[config.mk]
export PLATFORM = sky130hd
export DESIGN_NAME = keyframe_segment_locator_flat
export DESIGN_NICKNAME = d
export VERILOG_FILES = /design/src/rtl/kfsl_pkg.sv /design/src/rtl/kfsl_in_if.sv /design/src/rtl/kfsl_out_if.sv /design/src/rtl/kfsl_ram.sv /design/src/rtl/kfsl_div.sv /design/src/rtl/kfsl_front.sv /design/src/rtl/kfsl_back.sv /design/src/rtl/keyframe_segment_locator.sv /design/src/flat_wrapper.sv
export SDC_FILE = /design/constraint.sdc
export NUM_CORES = 1
export LEC_CHECK = 0
export BUFFER_PORTS_ARGS = -buffer_cell sky130_fd_sc_hd__buf_2
export CORE_MARGIN = 2
export CORE_UTILIZATION = 50
export DETAILED_ROUTE_END_ITERATION = 10
export PLACE_DENSITY_LB_ADDON = 0.12
export SLEW_MARGIN = 20
export SYNTH_ARGS = -nofsm -noshare
export SYNTH_HDL_FRONTEND = slang
export SYNTH_SLANG_ARGS = --single-unit
[constraint.sdc]
create_clock -name i_clk -period 3.9 [get_ports i_clk]
set_input_delay 0.975 -clock i_clk [delete_from_list [all_inputs] [get_ports i_clk]]
set_output_delay 0.975 -clock i_clk [all_outputs]
set_load 0.05 [all_outputs]
[src/rtl/kfsl_pkg.sv]
// ============================================================================
// kfsl_pkg
// Shared widths, codes and types of the keyframe segment locator.
// ============================================================================
`default_nettype none

package kfsl_pkg;

    // Field widths
    localparam int TICK_W     = 16;
    localparam int IDX_W      = 4;
    localparam int KCNT_W     = 5;
    localparam int CFG_IDX_W  = 2;
    localparam int CFG_DATA_W = 16;
    localparam int DIV_STEPS  = 16;
    localparam int DIV_CNT_W  = $clog2(DIV_STEPS + 1);

    // Command codes
    typedef enum logic [0:0] {
        CMD_WRITE = 1'b0,
        CMD_QUERY = 1'b1
    } t_cmd;

    // Configuration register indexes
    typedef enum logic [CFG_IDX_W-1:0] {
        CFG_ANIM_LENGTH = 2'd0,
        CFG_LOOP_ENABLE = 2'd1,
        CFG_KEY_COUNT   = 2'd2
    } t_cfg_idx;

    // Configuration reset values
    localparam logic [TICK_W-1:0] ANIM_LENGTH_RST = 16'd0;
    localparam logic              LOOP_ENABLE_RST = 1'b1;
    localparam logic [KCNT_W-1:0] KEY_COUNT_RST   = 5'd1;

    // Saturated progress (query at the length on the wrap segment)
    localparam logic [TICK_W-1:0] PROGRESS_MAX = 16'hFFFF;

    typedef struct packed {
        logic [TICK_W-1:0] anim_length;
        logic              loop_enable;
        logic [KCNT_W-1:0] key_count;
    } t_cfg;

    // Decoded request handed from the front to the back
    typedef struct packed {
        logic              is_query;
        logic              key_ok;
        logic [IDX_W-1:0]  key_index;
        logic [TICK_W-1:0] tick;
    } t_op;

endpackage

`default_nettype wire

[src/rtl/kfsl_in_if.sv]
// ============================================================================
// kfsl_in_if
// Request channel: command, key index, key time and query time.
// ============================================================================
`default_nettype none

interface kfsl_in_if;
    import kfsl_pkg::*;

    logic              valid;
    logic              ready;
    logic              command;
    logic [IDX_W-1:0]  key_index;
    logic [TICK_W-1:0] key_time;
    logic [TICK_W-1:0] query_time;

    modport source (output valid, output command, output key_index, output key_time,
                    output query_time, input ready);
    modport sink   (input valid, input command, input key_index, input key_time,
                    input query_time, output ready);
endinterface

`default_nettype wire

[src/rtl/kfsl_out_if.sv]
// ============================================================================
// kfsl_out_if
// Result channel: range flag, segment key indexes and progress.
// ============================================================================
`default_nettype none

interface kfsl_out_if;
    import kfsl_pkg::*;

    logic              valid;
    logic              ready;
    logic              in_range;
    logic [IDX_W-1:0]  prev_key;
    logic [IDX_W-1:0]  next_key;
    logic [TICK_W-1:0] progress;

    modport source (output valid, output in_range, output prev_key, output next_key,
                    output progress, input ready);
    modport sink   (input valid, input in_range, input prev_key, input next_key,
                    input progress, output ready);
endinterface

`default_nettype wire

[src/rtl/kfsl_ram.sv]
// ============================================================================
// kfsl_ram
// Generic single-write, single-read RAM with registered read data.
// ============================================================================
`default_nettype none

module kfsl_ram #(
    parameter int WIDTH = 16,
    parameter int DEPTH = 16
) (
    input  wire logic                     i_clk,
    input  wire logic                     i_we,
    input  wire logic [$clog2(DEPTH)-1:0] i_waddr,
    input  wire logic [WIDTH-1:0]         i_wdata,
    input  wire logic [$clog2(DEPTH)-1:0] i_raddr,
    output logic      [WIDTH-1:0]         o_rdata
);
    logic [WIDTH-1:0] r_mem [DEPTH];

    // Write port
    always_ff @(posedge i_clk) begin
        if (i_we) begin
            r_mem[i_waddr] <= i_wdata;
        end
    end

    // Registered read port
    always_ff @(posedge i_clk) begin
        o_rdata <= r_mem[i_raddr];
    end
endmodule

`default_nettype wire

[src/rtl/kfsl_div.sv]
// ============================================================================
// kfsl_div
// Restoring divider: Q0.16 quotient of elapsed over span, one bit a cycle.
// ============================================================================
`default_nettype none

module kfsl_div (
    input  wire logic                    i_clk,
    input  wire logic                    i_rst_n,
    input  wire logic                    i_start,
    input  wire logic [kfsl_pkg::TICK_W-1:0] i_dividend,
    input  wire logic [kfsl_pkg::TICK_W-1:0] i_divisor,
    output logic                         o_done,
    output logic [kfsl_pkg::TICK_W-1:0]  o_quotient
);
    import kfsl_pkg::*;

    logic                 r_busy, n_busy;
    logic                 r_done, n_done;
    logic [DIV_CNT_W-1:0] r_cnt, n_cnt;
    logic [TICK_W:0]      r_rem, n_rem;
    logic [TICK_W-1:0]    r_div, n_div;
    logic [TICK_W-1:0]    r_quo, n_quo;
    logic [TICK_W:0]      shifted;

    // One restoring step per cycle; dividend < divisor on entry
    always_comb begin
        n_busy  = r_busy;
        n_done  = 1'b0;
        n_cnt   = r_cnt;
        n_rem   = r_rem;
        n_div   = r_div;
        n_quo   = r_quo;
        shifted = {r_rem[TICK_W-1:0], 1'b0};
        if (i_start) begin
            n_busy = 1'b1;
            n_cnt  = DIV_CNT_W'(DIV_STEPS);
            n_rem  = {1'b0, i_dividend};
            n_div  = i_divisor;
            n_quo  = '0;
        end else if (r_busy) begin
            if (shifted >= {1'b0, r_div}) begin
                n_rem = shifted - {1'b0, r_div};
                n_quo = {r_quo[TICK_W-2:0], 1'b1};
            end else begin
                n_rem = shifted;
                n_quo = {r_quo[TICK_W-2:0], 1'b0};
            end
            n_cnt = r_cnt - DIV_CNT_W'(1);
            if (r_cnt == DIV_CNT_W'(1)) begin
                n_busy = 1'b0;
                n_done = 1'b1;
            end
        end
    end

    // Control state
    always_ff @(posedge i_clk) begin
        if (!i_rst_n) begin
            r_busy <= 1'b0;
            r_done <= 1'b0;
            r_cnt  <= '0;
        end else begin
            r_busy <= n_busy;
            r_done <= n_done;
            r_cnt  <= n_cnt;
        end
    end

    // Datapath
    always_ff @(posedge i_clk) begin
        r_rem <= n_rem;
        r_div <= n_div;
        r_quo <= n_quo;
    end

    assign o_done     = r_done;
    assign o_quotient = r_quo;
endmodule

`default_nettype wire

[src/rtl/kfsl_front.sv]
// ============================================================================
// kfsl_front
// Accepts requests, decodes them and buffers them in a two-entry queue.
// ============================================================================
`default_nettype none

module kfsl_front #(
    parameter int MAX_KEYS = 16
) (
    input  wire logic          i_clk,
    input  wire logic          i_rst_n,
    kfsl_in_if.sink            i_in,
    output logic               o_op_valid,
    input  wire logic          i_op_ready,
    output kfsl_pkg::t_op      o_op
);
    import kfsl_pkg::*;

    t_op        r_slot [2];
    logic       r_wr_ptr, n_wr_ptr;
    logic       r_rd_ptr, n_rd_ptr;
    logic [1:0] r_count, n_count;
    t_op        dec_op;
    logic       push, pop;

    // Decode: merge the tick fields, flag writes beyond the table
    always_comb begin
        dec_op.is_query  = (i_in.command == CMD_QUERY);
        dec_op.key_ok    = ({28'b0, i_in.key_index} < 32'(MAX_KEYS));
        dec_op.key_index = i_in.key_index;
        dec_op.tick      = dec_op.is_query ? i_in.query_time : i_in.key_time;
    end

    assign i_in.ready = (r_count != 2'd2);
    assign push       = i_in.valid & i_in.ready;
    assign o_op_valid = (r_count != 2'd0);
    assign pop        = o_op_valid & i_op_ready;
    assign o_op       = r_slot[r_rd_ptr];

    // Queue pointers
    always_comb begin
        n_wr_ptr = push ? ~r_wr_ptr : r_wr_ptr;
        n_rd_ptr = pop  ? ~r_rd_ptr : r_rd_ptr;
        n_count  = r_count + 2'(push) - 2'(pop);
    end

    always_ff @(posedge i_clk) begin
        if (!i_rst_n) begin
            r_wr_ptr <= 1'b0;
            r_rd_ptr <= 1'b0;
            r_count  <= 2'd0;
        end else begin
            r_wr_ptr <= n_wr_ptr;
            r_rd_ptr <= n_rd_ptr;
            r_count  <= n_count;
        end
    end

    // Queue storage
    always_ff @(posedge i_clk) begin
        if (push) begin
            r_slot[r_wr_ptr] <= dec_op;
        end
    end
endmodule

`default_nettype wire

[src/rtl/kfsl_back.sv]
// ============================================================================
// kfsl_back
// Executes requests: key table writes, segment scan, progress division.
// ============================================================================
`default_nettype none

module kfsl_back #(
    parameter int MAX_KEYS = 16
) (
    input  wire logic          i_clk,
    input  wire logic          i_rst_n,
    input  wire logic          i_op_valid,
    output logic               o_op_ready,
    input  wire kfsl_pkg::t_op  i_op,
    input  wire kfsl_pkg::t_cfg i_cfg,
    kfsl_out_if.source         o_out
);
    import kfsl_pkg::*;

    localparam int KW = $clog2(MAX_KEYS);

    typedef enum logic [5:0] {
        ST_IDLE = 6'b000001,
        ST_LEN  = 6'b000010,
        ST_SCAN = 6'b000100,
        ST_FRAC = 6'b001000,
        ST_DIV  = 6'b010000,
        ST_EMIT = 6'b100000
    } t_state;

    t_state            r_state, n_state;
    logic [TICK_W-1:0] r_tick, n_tick;
    logic [TICK_W-1:0] r_len, n_len;
    logic [KW-1:0]     r_idx, n_idx;
    logic [TICK_W-1:0] r_prev_time, n_prev_time;
    logic [TICK_W-1:0] r_start, n_start;
    logic [TICK_W-1:0] r_end, n_end;
    logic [KW-1:0]     r_prev, n_prev;
    logic [KW-1:0]     r_next, n_next;
    logic              r_in_range, n_in_range;
    logic [TICK_W-1:0] r_progress, n_progress;

    logic              r_out_valid, n_out_valid;
    logic              r_out_in_range;
    logic [IDX_W-1:0]  r_out_prev, r_out_next;
    logic [TICK_W-1:0] r_out_progress;

    logic [KW-1:0]     last_idx;
    logic [KW-1:0]     ram_raddr;
    logic [TICK_W-1:0] ram_rdata;
    logic              ram_we;
    logic [TICK_W-1:0] length;
    logic              found;
    logic              div_start, div_done;
    logic [TICK_W-1:0] div_quo;
    logic              load_out;

    // Index of the last key in use, key count clamped to 1..MAX_KEYS
    always_comb begin
        if (i_cfg.key_count == '0) begin
            last_idx = '0;
        end else if ({27'b0, i_cfg.key_count} > 32'(MAX_KEYS)) begin
            last_idx = KW'(MAX_KEYS - 1);
        end else begin
            last_idx = KW'({27'b0, i_cfg.key_count} - 32'd1);
        end
    end

    // Key table
    kfsl_ram #(
        .WIDTH (TICK_W),
        .DEPTH (MAX_KEYS)
    ) u_kfsl_ram (
        .i_clk   (i_clk),
        .i_we    (ram_we),
        .i_waddr (KW'(i_op.key_index)),
        .i_wdata (i_op.tick),
        .i_raddr (ram_raddr),
        .o_rdata (ram_rdata)
    );

    // Progress divider
    kfsl_div u_kfsl_div (
        .i_clk      (i_clk),
        .i_rst_n    (i_rst_n),
        .i_start    (div_start),
        .i_dividend (r_tick - r_start),
        .i_divisor  (r_end - r_start),
        .o_done     (div_done),
        .o_quotient (div_quo)
    );

    assign o_op_ready = (r_state == ST_IDLE);
    assign ram_we     = (r_state == ST_IDLE) && i_op_valid && !i_op.is_query && i_op.key_ok;
    assign length     = i_cfg.loop_enable ? i_cfg.anim_length : ram_rdata;
    assign found      = (r_idx != '0) && (ram_rdata > r_tick);
    assign load_out   = (r_state == ST_EMIT) && (!r_out_valid || o_out.ready);

    // Read address: last key first (length), then keys 0, 1, 2, ...
    always_comb begin
        case (r_state)
            ST_IDLE: ram_raddr = last_idx;
            ST_SCAN: ram_raddr = r_idx + KW'(1);
            default: ram_raddr = '0;
        endcase
    end

    // Sequencer
    always_comb begin
        n_state     = r_state;
        n_tick      = r_tick;
        n_len       = r_len;
        n_idx       = r_idx;
        n_prev_time = r_prev_time;
        n_start     = r_start;
        n_end       = r_end;
        n_prev      = r_prev;
        n_next      = r_next;
        n_in_range  = r_in_range;
        n_progress  = r_progress;
        div_start   = 1'b0;
        case (r_state)
            ST_IDLE: begin
                if (i_op_valid) begin
                    n_tick     = i_op.tick;
                    n_in_range = 1'b0;
                    n_prev     = '0;
                    n_next     = '0;
                    n_progress = '0;
                    n_state    = i_op.is_query ? ST_LEN : ST_EMIT;
                end
            end
            ST_LEN: begin
                // Data holds the last key time
                if (r_tick > length) begin
                    n_state = ST_EMIT;
                end else begin
                    n_len   = length;
                    n_idx   = '0;
                    n_state = ST_SCAN;
                end
            end
            ST_SCAN: begin
                // Data holds key r_idx
                if (found) begin
                    n_prev  = r_idx - KW'(1);
                    n_next  = r_idx;
                    n_start = r_prev_time;
                    n_end   = ram_rdata;
                    n_state = ST_FRAC;
                end else if (r_idx == last_idx) begin
                    // wrap segment: last key to the length
                    n_prev  = last_idx;
                    n_next  = '0;
                    n_start = ram_rdata;
                    n_end   = r_len;
                    n_state = ST_FRAC;
                end else begin
                    n_prev_time = ram_rdata;
                    n_idx       = r_idx + KW'(1);
                end
            end
            ST_FRAC: begin
                n_in_range = 1'b1;
                if (r_end <= r_start || r_tick < r_start) begin
                    n_progress = '0;
                    n_state    = ST_EMIT;
                end else if (r_tick == r_end) begin
                    n_progress = PROGRESS_MAX;
                    n_state    = ST_EMIT;
                end else begin
                    div_start = 1'b1;
                    n_state   = ST_DIV;
                end
            end
            ST_DIV: begin
                if (div_done) begin
                    n_progress = div_quo;
                    n_state    = ST_EMIT;
                end
            end
            ST_EMIT: begin
                if (load_out) begin
                    n_state = ST_IDLE;
                end
            end
            default: n_state = ST_IDLE;
        endcase
    end

    // Output register valid
    always_comb begin
        n_out_valid = r_out_valid;
        if (load_out) begin
            n_out_valid = 1'b1;
        end else if (o_out.ready) begin
            n_out_valid = 1'b0;
        end
    end

    always_ff @(posedge i_clk) begin
        if (!i_rst_n) begin
            r_state     <= ST_IDLE;
            r_out_valid <= 1'b0;
        end else begin
            r_state     <= n_state;
            r_out_valid <= n_out_valid;
        end
    end

    // Working registers
    always_ff @(posedge i_clk) begin
        r_tick      <= n_tick;
        r_len       <= n_len;
        r_idx       <= n_idx;
        r_prev_time <= n_prev_time;
        r_start     <= n_start;
        r_end       <= n_end;
        r_prev      <= n_prev;
        r_next      <= n_next;
        r_in_range  <= n_in_range;
        r_progress  <= n_progress;
    end

    // Result register
    always_ff @(posedge i_clk) begin
        if (load_out) begin
            r_out_in_range <= r_in_range;
            r_out_prev     <= IDX_W'(r_prev);
            r_out_next     <= IDX_W'(r_next);
            r_out_progress <= r_progress;
        end
    end

    assign o_out.valid    = r_out_valid;
    assign o_out.in_range = r_out_in_range;
    assign o_out.prev_key = r_out_prev;
    assign o_out.next_key = r_out_next;
    assign o_out.progress = r_out_progress;
endmodule

`default_nettype wire

[src/rtl/keyframe_segment_locator.sv]
// ============================================================================
// keyframe_segment_locator
// Keyframe table with segment lookup and Q0.16 progress for animation time.
// ============================================================================
// Usage:
//   i_in carries requests: a write stores key_time at key_index, a query
//   locates query_time. o_out carries one result per request: in_range,
//   prev_key, next_key and progress (all zero for writes and for times past
//   the animation length). i_cfg_we/i_cfg_idx/i_cfg_data write anim_length,
//   loop_enable and key_count; write them only while no request is pending.
// Execution:
//   A write passes through the back end states IDLE and EMIT. A query reads
//   the last key time, then scans up to the index where the scan stops (the
//   first later key, or the last key in use), one key table read per cycle
//   during the scan, then runs the bit-serial divider where a quotient is
//   needed. Requests are taken one at a time. A two-entry request queue ahead
//   of the back end accepts new requests while a query is in work or a result waits.
// Reset:
//   Synchronous, active low. Clears the queue, the result register and the
//   sequencer; config returns to length 0, looping on, one key. The key
//   table is not cleared: query only keys that were written.
// Stall:
//   A result holds in the output register until taken; the back end then
//   stalls and the queue fills, after which i_in.ready drops.
// ============================================================================
`default_nettype none

module keyframe_segment_locator #(
    parameter int MAX_KEYS = 16
) (
    input  wire logic                           i_clk,
    input  wire logic                           i_rst_n,
    kfsl_in_if.sink                             i_in,
    kfsl_out_if.source                          o_out,
    input  wire logic                           i_cfg_we,
    input  wire logic [kfsl_pkg::CFG_IDX_W-1:0] i_cfg_idx,
    input  wire logic [kfsl_pkg::CFG_DATA_W-1:0] i_cfg_data
);
    import kfsl_pkg::*;

    t_cfg r_cfg;
    t_op  op;
    logic op_valid, op_ready;

    // Configuration registers
    always_ff @(posedge i_clk) begin
        if (!i_rst_n) begin
            r_cfg.anim_length <= ANIM_LENGTH_RST;
            r_cfg.loop_enable <= LOOP_ENABLE_RST;
            r_cfg.key_count   <= KEY_COUNT_RST;
        end else if (i_cfg_we) begin
            case (i_cfg_idx)
                CFG_ANIM_LENGTH: r_cfg.anim_length <= i_cfg_data;
                CFG_LOOP_ENABLE: r_cfg.loop_enable <= i_cfg_data[0];
                CFG_KEY_COUNT:   r_cfg.key_count   <= i_cfg_data[KCNT_W-1:0];
                default: ;
            endcase
        end
    end

    kfsl_front #(
        .MAX_KEYS (MAX_KEYS)
    ) u_kfsl_front (
        .i_clk      (i_clk),
        .i_rst_n    (i_rst_n),
        .i_in       (i_in),
        .o_op_valid (op_valid),
        .i_op_ready (op_ready),
        .o_op       (op)
    );

    kfsl_back #(
        .MAX_KEYS (MAX_KEYS)
    ) u_kfsl_back (
        .i_clk      (i_clk),
        .i_rst_n    (i_rst_n),
        .i_op_valid (op_valid),
        .o_op_ready (op_ready),
        .i_op       (op),
        .i_cfg      (r_cfg),
        .o_out      (o_out)
    );
endmodule

`default_nettype wire

[src/flat_wrapper.sv]
// flat-port wrapper written by rule: the top's interface ports become plain ports
module keyframe_segment_locator_flat import kfsl_pkg::*;
#(
    parameter int MAX_KEYS = 16
)
  (i_clk, i_rst_n, i_cfg_we, i_cfg_idx, i_cfg_data, i_in_valid, i_in_command, i_in_key_index, i_in_key_time, i_in_query_time, i_in_ready, o_out_valid, o_out_in_range, o_out_prev_key, o_out_next_key, o_out_progress, o_out_ready);
  kfsl_in_if i_in_i ();
  kfsl_out_if o_out_i ();
  input  wire logic i_clk;
  input  wire logic i_rst_n;
  input  wire logic i_cfg_we;
  input  wire logic [kfsl_pkg::CFG_IDX_W-1:0] i_cfg_idx;
  input  wire logic [kfsl_pkg::CFG_DATA_W-1:0] i_cfg_data;
  input wire logic [$bits(i_in_i.valid)-1:0] i_in_valid;
  input wire logic [$bits(i_in_i.command)-1:0] i_in_command;
  input wire logic [$bits(i_in_i.key_index)-1:0] i_in_key_index;
  input wire logic [$bits(i_in_i.key_time)-1:0] i_in_key_time;
  input wire logic [$bits(i_in_i.query_time)-1:0] i_in_query_time;
  output wire logic [$bits(i_in_i.ready)-1:0] i_in_ready;
  output wire logic [$bits(o_out_i.valid)-1:0] o_out_valid;
  output wire logic [$bits(o_out_i.in_range)-1:0] o_out_in_range;
  output wire logic [$bits(o_out_i.prev_key)-1:0] o_out_prev_key;
  output wire logic [$bits(o_out_i.next_key)-1:0] o_out_next_key;
  output wire logic [$bits(o_out_i.progress)-1:0] o_out_progress;
  input wire logic [$bits(o_out_i.ready)-1:0] o_out_ready;
  assign i_in_i.valid = i_in_valid;
  assign i_in_i.command = i_in_command;
  assign i_in_i.key_index = i_in_key_index;
  assign i_in_i.key_time = i_in_key_time;
  assign i_in_i.query_time = i_in_query_time;
  assign i_in_ready = i_in_i.ready;
  assign o_out_valid = o_out_i.valid;
  assign o_out_in_range = o_out_i.in_range;
  assign o_out_prev_key = o_out_i.prev_key;
  assign o_out_next_key = o_out_i.next_key;
  assign o_out_progress = o_out_i.progress;
  assign o_out_i.ready = o_out_ready;
  keyframe_segment_locator #(.MAX_KEYS(MAX_KEYS)) u_core (.i_clk(i_clk), .i_rst_n(i_rst_n), .i_in(i_in_i), .o_out(o_out_i), .i_cfg_we(i_cfg_we), .i_cfg_idx(i_cfg_idx), .i_cfg_data(i_cfg_data));
endmodule
* After elaboration in Yosys (flattened, before gate mapping) *
Memory sizes are Yosys's and may differ from the RTL's. A register that Yosys moved wholly into a read port is not among the register bits.
Cells that the tools add are included.

word-level totals
  register bits = 222
  memory bits (writable) = 298
  word-level logic and storage cells = 167
  memories kept = 2

operators by class
  $add $sub $neg = 9
  order comparisons = 6
  equality and inequality tests = 20
  multiplexer cells = 58
  bitwise gates (word level) = 9
  reductions and logical operators = 34

memory list
  name                                 depth  width  rd ports  clocked after Yosys merged registers in  write ports  RTL line          RTL
  u_core.u_kfsl_back.u_kfsl_ram.r_mem  16     16     1         1                                        1            kfsl_ram.sv:18    logic [WIDTH-1:0] r_mem [DEPTH];
  u_core.u_kfsl_front.r_slot           2      21     1         1                                        1            kfsl_front.sv:19  t_op r_slot [2];

operator list
  operator                                           number
  two-way mux 16 bit                                 13
  two-way mux 6 bit                                  9
  one-hot mux 16 bit (3 select lines)                1
  subtractor 16 bit                                  3
  two-way mux 4 bit                                  10
  one-hot mux 6 bit (6 select lines)                 1
  > comparator 16 bit                                2
  one-hot mux 4 bit (2 select lines)                 4
  greater-or-equal comparator 17 x 16 -> 1 bit       1
  two-way mux 1 bit                                  17
  == test 16 bit                                     1
  <= comparator 16 bit                               1
  < comparator 16 bit                                1
  AND reduction 2 bit                                7
  nonzero test 2 bit                                 7
  inequality test 2 bit (second input constant)      6
  AND reduction 4 bit                                3
  two-way mux 5 bit                                  2
  subtractor 4 x 1 -> 4 bit (second input constant)  2
  inverter 1 bit                                     7
  == test 6 x 1 -> 1 bit (second input constant)     1
  == test 6 x 2 -> 1 bit (second input constant)     1
  == test 6 x 3 -> 1 bit (second input constant)     1
  == test 6 x 4 -> 1 bit (second input constant)     1
  other kinds (26)                                   34

* Logic depth before layout (Yosys ltp) *
  word-level depth = 7
  gate-level depth with buffers = 13
  mapped depth without buffers = 11

* Cells and area by module *
Synthesis repeated with hierarchy kept, for this count alone.

second synthesis, totals
  cell total of the unflattened synthesis = 1,651
  area, all modules = 24,364.6 µm²

by module, submodules not included
  module                    instances  cells each  area each (µm²)  seq. area each (µm²)
  kfsl_ram                  1          432         10,043.4         8,007.7
  kfsl_back                 1          705         8,298.0          4,164.0
  kfsl_div                  1          307         3,156.8          1,421.4
  kfsl_front                1          115         1,975.6          1,361.3
  keyframe_segment_locator  1          92          890.9            440.4

* Worst setup path after synthesis *
No wires, ideal clock.

  path type = register to register
  start point = reg u_core.u_kfsl_back.r_tick[0]
  end point = reg u_core.u_kfsl_back.r_progress[0] (enable)
  library setup time = 419 ps
  arrival time = 3,477 ps
  required time = 3,481 ps
  slack = 3 ps
  cell stages (with the launch flop) = 12
  period minus slack after synthesis = 3,897 ps
  cells stage by stage = edfxtp_1 > inv_1 > ha_1 > fa_1 > nor2b_1 > o31a_1 > o221a_4 > o41ai_4 > o211a_4 > nor2_4 > clkbuf_1 > a311oi_1

between the ends
  word-level cells in the longest chain between the ends = 4

RTL lines
  element                              RTL line          RTL
  start: declaration                   kfsl_back.sv:32   logic [TICK_W-1:0] r_tick, n_tick;
  start signal: assignment             kfsl_back.sv:213  r_tick <= n_tick;
  < comparator 16 bit                  kfsl_back.sv:165  if (r_end <= r_start || r_tick < r_start) begin
  logical OR 1 bit                     kfsl_back.sv:165
  inequality test 3 bit (no line) (*)  -
  AND reduction 4 bit (no line) (*)    -
  end signal: assignment               kfsl_back.sv:222  r_progress <= n_progress;
  end: declaration                     kfsl_back.sv:41   logic [TICK_W-1:0] r_progress, n_progress;

Every way passes the cells marked *; elsewhere a longest branch is shown, timed or not.
A chain may end at the register's enable or synchronous reset.

* Worst setup path in the final report *
  start point = reg u_core.u_kfsl_back.r_tick[11]
  end point = reg u_core.u_kfsl_back.r_idx[3] (enable)

between the ends
  word-level cells in the longest chain between the ends = 4

RTL lines
  element                            RTL line          RTL
  > comparator 16 bit                kfsl_back.sv:96   assign found = (r_idx != '0) && (ram_rdata > r_tick);
  logical AND 1 bit                  kfsl_back.sv:96
  inequality test 2 bit (no line)    -
  AND reduction 4 bit (no line) (*)  -
  end signal: assignment             kfsl_back.sv:215  r_idx <= n_idx;
  end: declaration                   kfsl_back.sv:34   logic [KW-1:0] r_idx, n_idx;

Marked as above.

==> impl_metrics.json <==
{
  "cts.htree.levels": 2,
  "synth-compound-area-share_pct": 7.55,
  "asyncSetResetFlopFracSynth_pct": 0,
  "finClkSkew_ps": 20.7,
  "layout.cells.most_common": "sky130_fd_sc_hd__edfxtp_1",
  "routabilityCongestion": 0.857,
  "dieArea_sq_um": 50700,
  "worst_ep_required_ps": 4200,
  "hold_violations": 0,
  "syn2layout_area_growth_pct": 12.8,
  "post-layout-total-power_mw": 16.5,
  "critical_path_arrival_ps": 3900,
  "power.combinational.fraction_pct": 21.4,
  "clkPwrFrac_pct": 33.1,
  "ys_warn_count": 0,
  "synth_enable_flop_cells": 464,
  "setup_repair_after_global_routing_missed_its_margin": "false",
  "critical_path_class": "flop to flop",
  "p_int_mw": 11.8,
  "cts.sinks": 537,
  "drt_first_pass_iters": 5,
  "rr_startpoint": "u_core.u_kfsl_back.r_tick[11]",
  "worstHoldEndpoint": "u_core.u_kfsl_back.o_out.progress[6]",
  "run_status": "completed",
  "netSwitchingPower_mw": 4.74,
  "grt_pass1_wl_mm": 83.4,
  "cts_post_setup_buffers_inserted": 0,
  "hold_path.class": "flop to flop",
  "power.density_cell_area_nw_per_um2": 599,
  "netlist-cell-type-count": 84,
  "synth.area.mux_share_pct": 5.36,
  "worst_setup_path_start_kind": "flop",
  "peakVddDrop_mv": 0.433,
  "wirelength_mm": 53.1,
  "syn_area_sq_um": 24500,
  "num_antenna_cells": 0,
  "cts_made_buffers": 56,
  "critical_path.cell_chain": "inv_1 > ha_1 > and3_1 > a221o_1 > a221oi_1 > a21oi_4 > a311oi_2 > buf_4 > a21o_1",
  "pwr-share-seq_pct": 45.5,
  "worstMarginPinSlew_ps": 876,
  "io_buffer_count": 86,
  "holdBufCountCts": 0,
  "post_synth_inst_count": 1957,
  "slew_headroom_pct": 39.9,
  "maxCapViolCount": 0,
  "fmax_mhz": 278,
  "worst_r2r_endpoint": "u_core.u_kfsl_back.r_idx[3]",
  "cp_num_buf_inv": 2,
  "power.switching_fraction_pct": 28.7,
  "adder_and_majority_cell_fraction_of_the_synthesized_area_pct": 4.77,
  "cpPeakStageDelay_ps": 750,
  "detailedRoute.firstIterationViolations": 951,
  "critPathSlowestCell": "sky130_fd_sc_hd__a221oi_1",
  "via_count_normalized_by_instance_count": 5.46,
  "gr-total-overflow": 0,
  "min_from": "u_core.u_kfsl_back.r_progress[6]",
  "ctsRootBufferMaster": "sky130_fd_sc_hd__clkbuf_16",
  "synth_flop_cell": "sky130_fd_sc_hd__edfxtp_1",
  "final-max-slew-violation-count": 0,
  "synth_area_per_cell_sq_um": 12.5,
  "synthXorXnorAreaFrac_pct": 2.36,
  "post_route_cells_drive_above_1_share_pct": 16.5,
  "reg2reg_slack_ps": 300,
  "grt_max_degree": 97,
  "worstSetupEndpointType": "flop",
  "floorplan.core_area_sq_um": 48600,
  "layout.nets": 2217,
  "nFillCells": 3972,
  "period_needed_ps": 3600,
  "synth_top_family_by_area": "simple AND/OR/NAND/NOR gates",
  "layout_worst_path_cycle_share_pct": 92.2,
  "die_span_in_y_microns": 225,
  "grt_pass1_vias": 14800,
  "clock_path_buffers": 3,
  "num_io_pins": 87,
  "die_x_microns": 225,
  "synthesis.nets": 2107,
  "worst-r2r-cell-count": 9,
  "post_cts.resized_instances": 0,
  "timing.final.setup_violations": 0,
  "critical_path_peak_fanout": 21,
  "synth_simple_gate_area_share_pct": 13.9,
  "cp_top_family": "compound AO/OA/AOI/OAI gates",
  "antenna_found_initial": 0,
  "routedWlPerCell_microns": 19.4,
  "start_util_pct": 50.3,
  "via_count": 14900,
  "track_usage_pct": 21.3,
  "synth-seq-cells": 537,
  "static-leakage-power_nw": 10.6,
  "clk_latency_ps": 610,
  "antenna_violating_nets_post_route": 0,
  "min_path_cells": 0,
  "num_rows": 81,
  "detailed_place_hpwl_mm": 35.9,
  "layout.cells.most_common_list": "sky130_fd_sc_hd__edfxtp_1 (464), sky130_fd_sc_hd__nand2_1 (367), sky130_fd_sc_hd__nand3_1 (122)",
  "seq_area_frac_synth_pct": 62.9,
  "drc": 0,
  "clk_pin_slew_ps": 60,
  "tns_setup_ps": 0,
  "cts_tree": "built"
}
==> cells by family after synthesis <==
group,after synthesis
AND/OR/NAND/NOR,729
flip-flops,537
AO/OA/AOI/OAI,245
buffers and inverters,166
multiplexers,122
adder cells (fa/ha/maj),92
XOR/XNOR,66
==> power by group through the flow <==
stage	Sequential [mW]	Clock, mW	Combinational, mW
floorplan	7.53	0	2.50
global route	7.57	5.78	3.90
finish	7.51	5.47	3.54
global placement	7.63	0	3.48
CTS	7.52	5.58	3.57
detailed placement	7.64	0	3.55
==> layer usage <==
metal,wire length (microns),vias up,global-route usage [%]
li1,-,7315,-
met1,22700,7210,27.2
met2,26400,309,36.9
met3,2010,109,2.84
met4,1950,0,8.08
met5,0,-,0
==> per-stage QoR <==
| stage | area (sq um) | std cells | setup slack (ps) | util [%] | hold WS, ps |
|---|---|---|---|---|---|
| after floorplan | 24500 | 1957 | 3.26 | - | 400 |
| after global placement | 25700 | 2631 | 444 | 52.8 | 401 |
| after detailed placement | 25700 | 2631 | 351 | 52.8 | 405 |
| after CTS | 27600 | 2737 | 343 | 56.7 | 419 |
| after global routing | 27600 | 2737 | 197 | 56.7 | 424 |
| final | 27600 | 2737 | 305 | 56.7 | 412 |
==> synthesized netlist by cell type (28+ instances only) <==
master	n	share of area [%]
sky130_fd_sc_hd__dfxtp_1	73	6.0
sky130_fd_sc_hd__ha_1	87	4.4
sky130_fd_sc_hd__xor2_1	33	1.2
sky130_fd_sc_hd__a21oi_1	56	1.1
sky130_fd_sc_hd__mux2_2	69	3.2
sky130_fd_sc_hd__a21o_1	36	1.1
sky130_fd_sc_hd__xnor2_1	33	1.2
sky130_fd_sc_hd__nand3_1	122	2.5
sky130_fd_sc_hd__nand4_1	28	0.72
sky130_fd_sc_hd__mux2i_1	52	2.1
sky130_fd_sc_hd__clkbuf_1	29	0.44
sky130_fd_sc_hd__buf_2	29	0.59
sky130_fd_sc_hd__o21ai_0	38	0.78
sky130_fd_sc_hd__nand2_1	367	5.6
sky130_fd_sc_hd__nor2_1	89	1.4
sky130_fd_sc_hd__inv_1	88	1.3
sky130_fd_sc_hd__edfxtp_1	464	57
==> sequential cells by signal (all words and copies together), names as in the netlist, 2 cells and up, named ones only <==
name / flops
u_core.u_kfsl_back.u_kfsl_ram.r_mem: 256
u_core.u_kfsl_front.r_slot: 42
u_core.r_cfg: 22
u_core.u_kfsl_back.o_out.progress: 16
u_core.u_kfsl_back.r_end: 16
u_core.u_kfsl_back.r_len: 16
u_core.u_kfsl_back.r_prev_time: 16
u_core.u_kfsl_back.r_progress: 16
u_core.u_kfsl_back.r_start: 16
u_core.u_kfsl_back.r_tick: 16
u_core.u_kfsl_back.u_kfsl_div.o_quotient: 16
u_core.u_kfsl_back.u_kfsl_div.r_div: 16
u_core.u_kfsl_back.u_kfsl_div.r_rem: 16
u_core.u_kfsl_back.u_kfsl_ram.o_rdata: 16
u_core.u_kfsl_back.r_state: 6
u_core.u_kfsl_back.u_kfsl_div.r_cnt: 5
u_core.u_kfsl_back.o_out.next_key: 4
u_core.u_kfsl_back.o_out.prev_key: 4
u_core.u_kfsl_back.r_idx: 4
u_core.u_kfsl_back.r_next: 4
u_core.u_kfsl_back.r_prev: 4
u_core.u_kfsl_front.r_count: 2
==> worst max path at each step <==
| stage | start | endpoint | slack [ps] | cells after the start |
|---|---|---|---|---|
| after floorplan | u_core.u_kfsl_back.r_tick[0] | u_core.u_kfsl_back.r_progress[0] | 3 | 11 |
| after global placement | u_core.u_kfsl_back.r_tick[9] | u_core.u_kfsl_back.r_idx[0] | 440 | 9 |
| after detailed placement | u_core.u_kfsl_back.r_tick[11] | u_core.u_kfsl_back.r_idx[1] | 350 | 9 |
| after CTS | u_core.u_kfsl_back.r_tick[11] | u_core.u_kfsl_back.r_idx[3] | 340 | 9 |
| after global routing | u_core.u_kfsl_back.r_tick[10] | u_core.u_kfsl_back.r_idx[3] | 200 | 9 |
| final | u_core.u_kfsl_back.r_tick[11] | u_core.u_kfsl_back.r_idx[3] | 300 | 9 |
==> final cells by class <==
cell class / count / area (sq um) / share of cell area (%)
Clock inverter: 24 / 332 / 1.20
Sequential cell: 537 / 15400 / 55.8
Timing Repair Buffer: 130 / 798 / 2.89
Inverter: 88 / 330 / 1.20
Clock buffer: 82 / 1580 / 5.72
Multi-Input combinational cell: 1254 / 8390 / 30.4
Tap cell: 622 / 778 / 2.82
No activity file was read; power rests on OpenSTA's default activity.
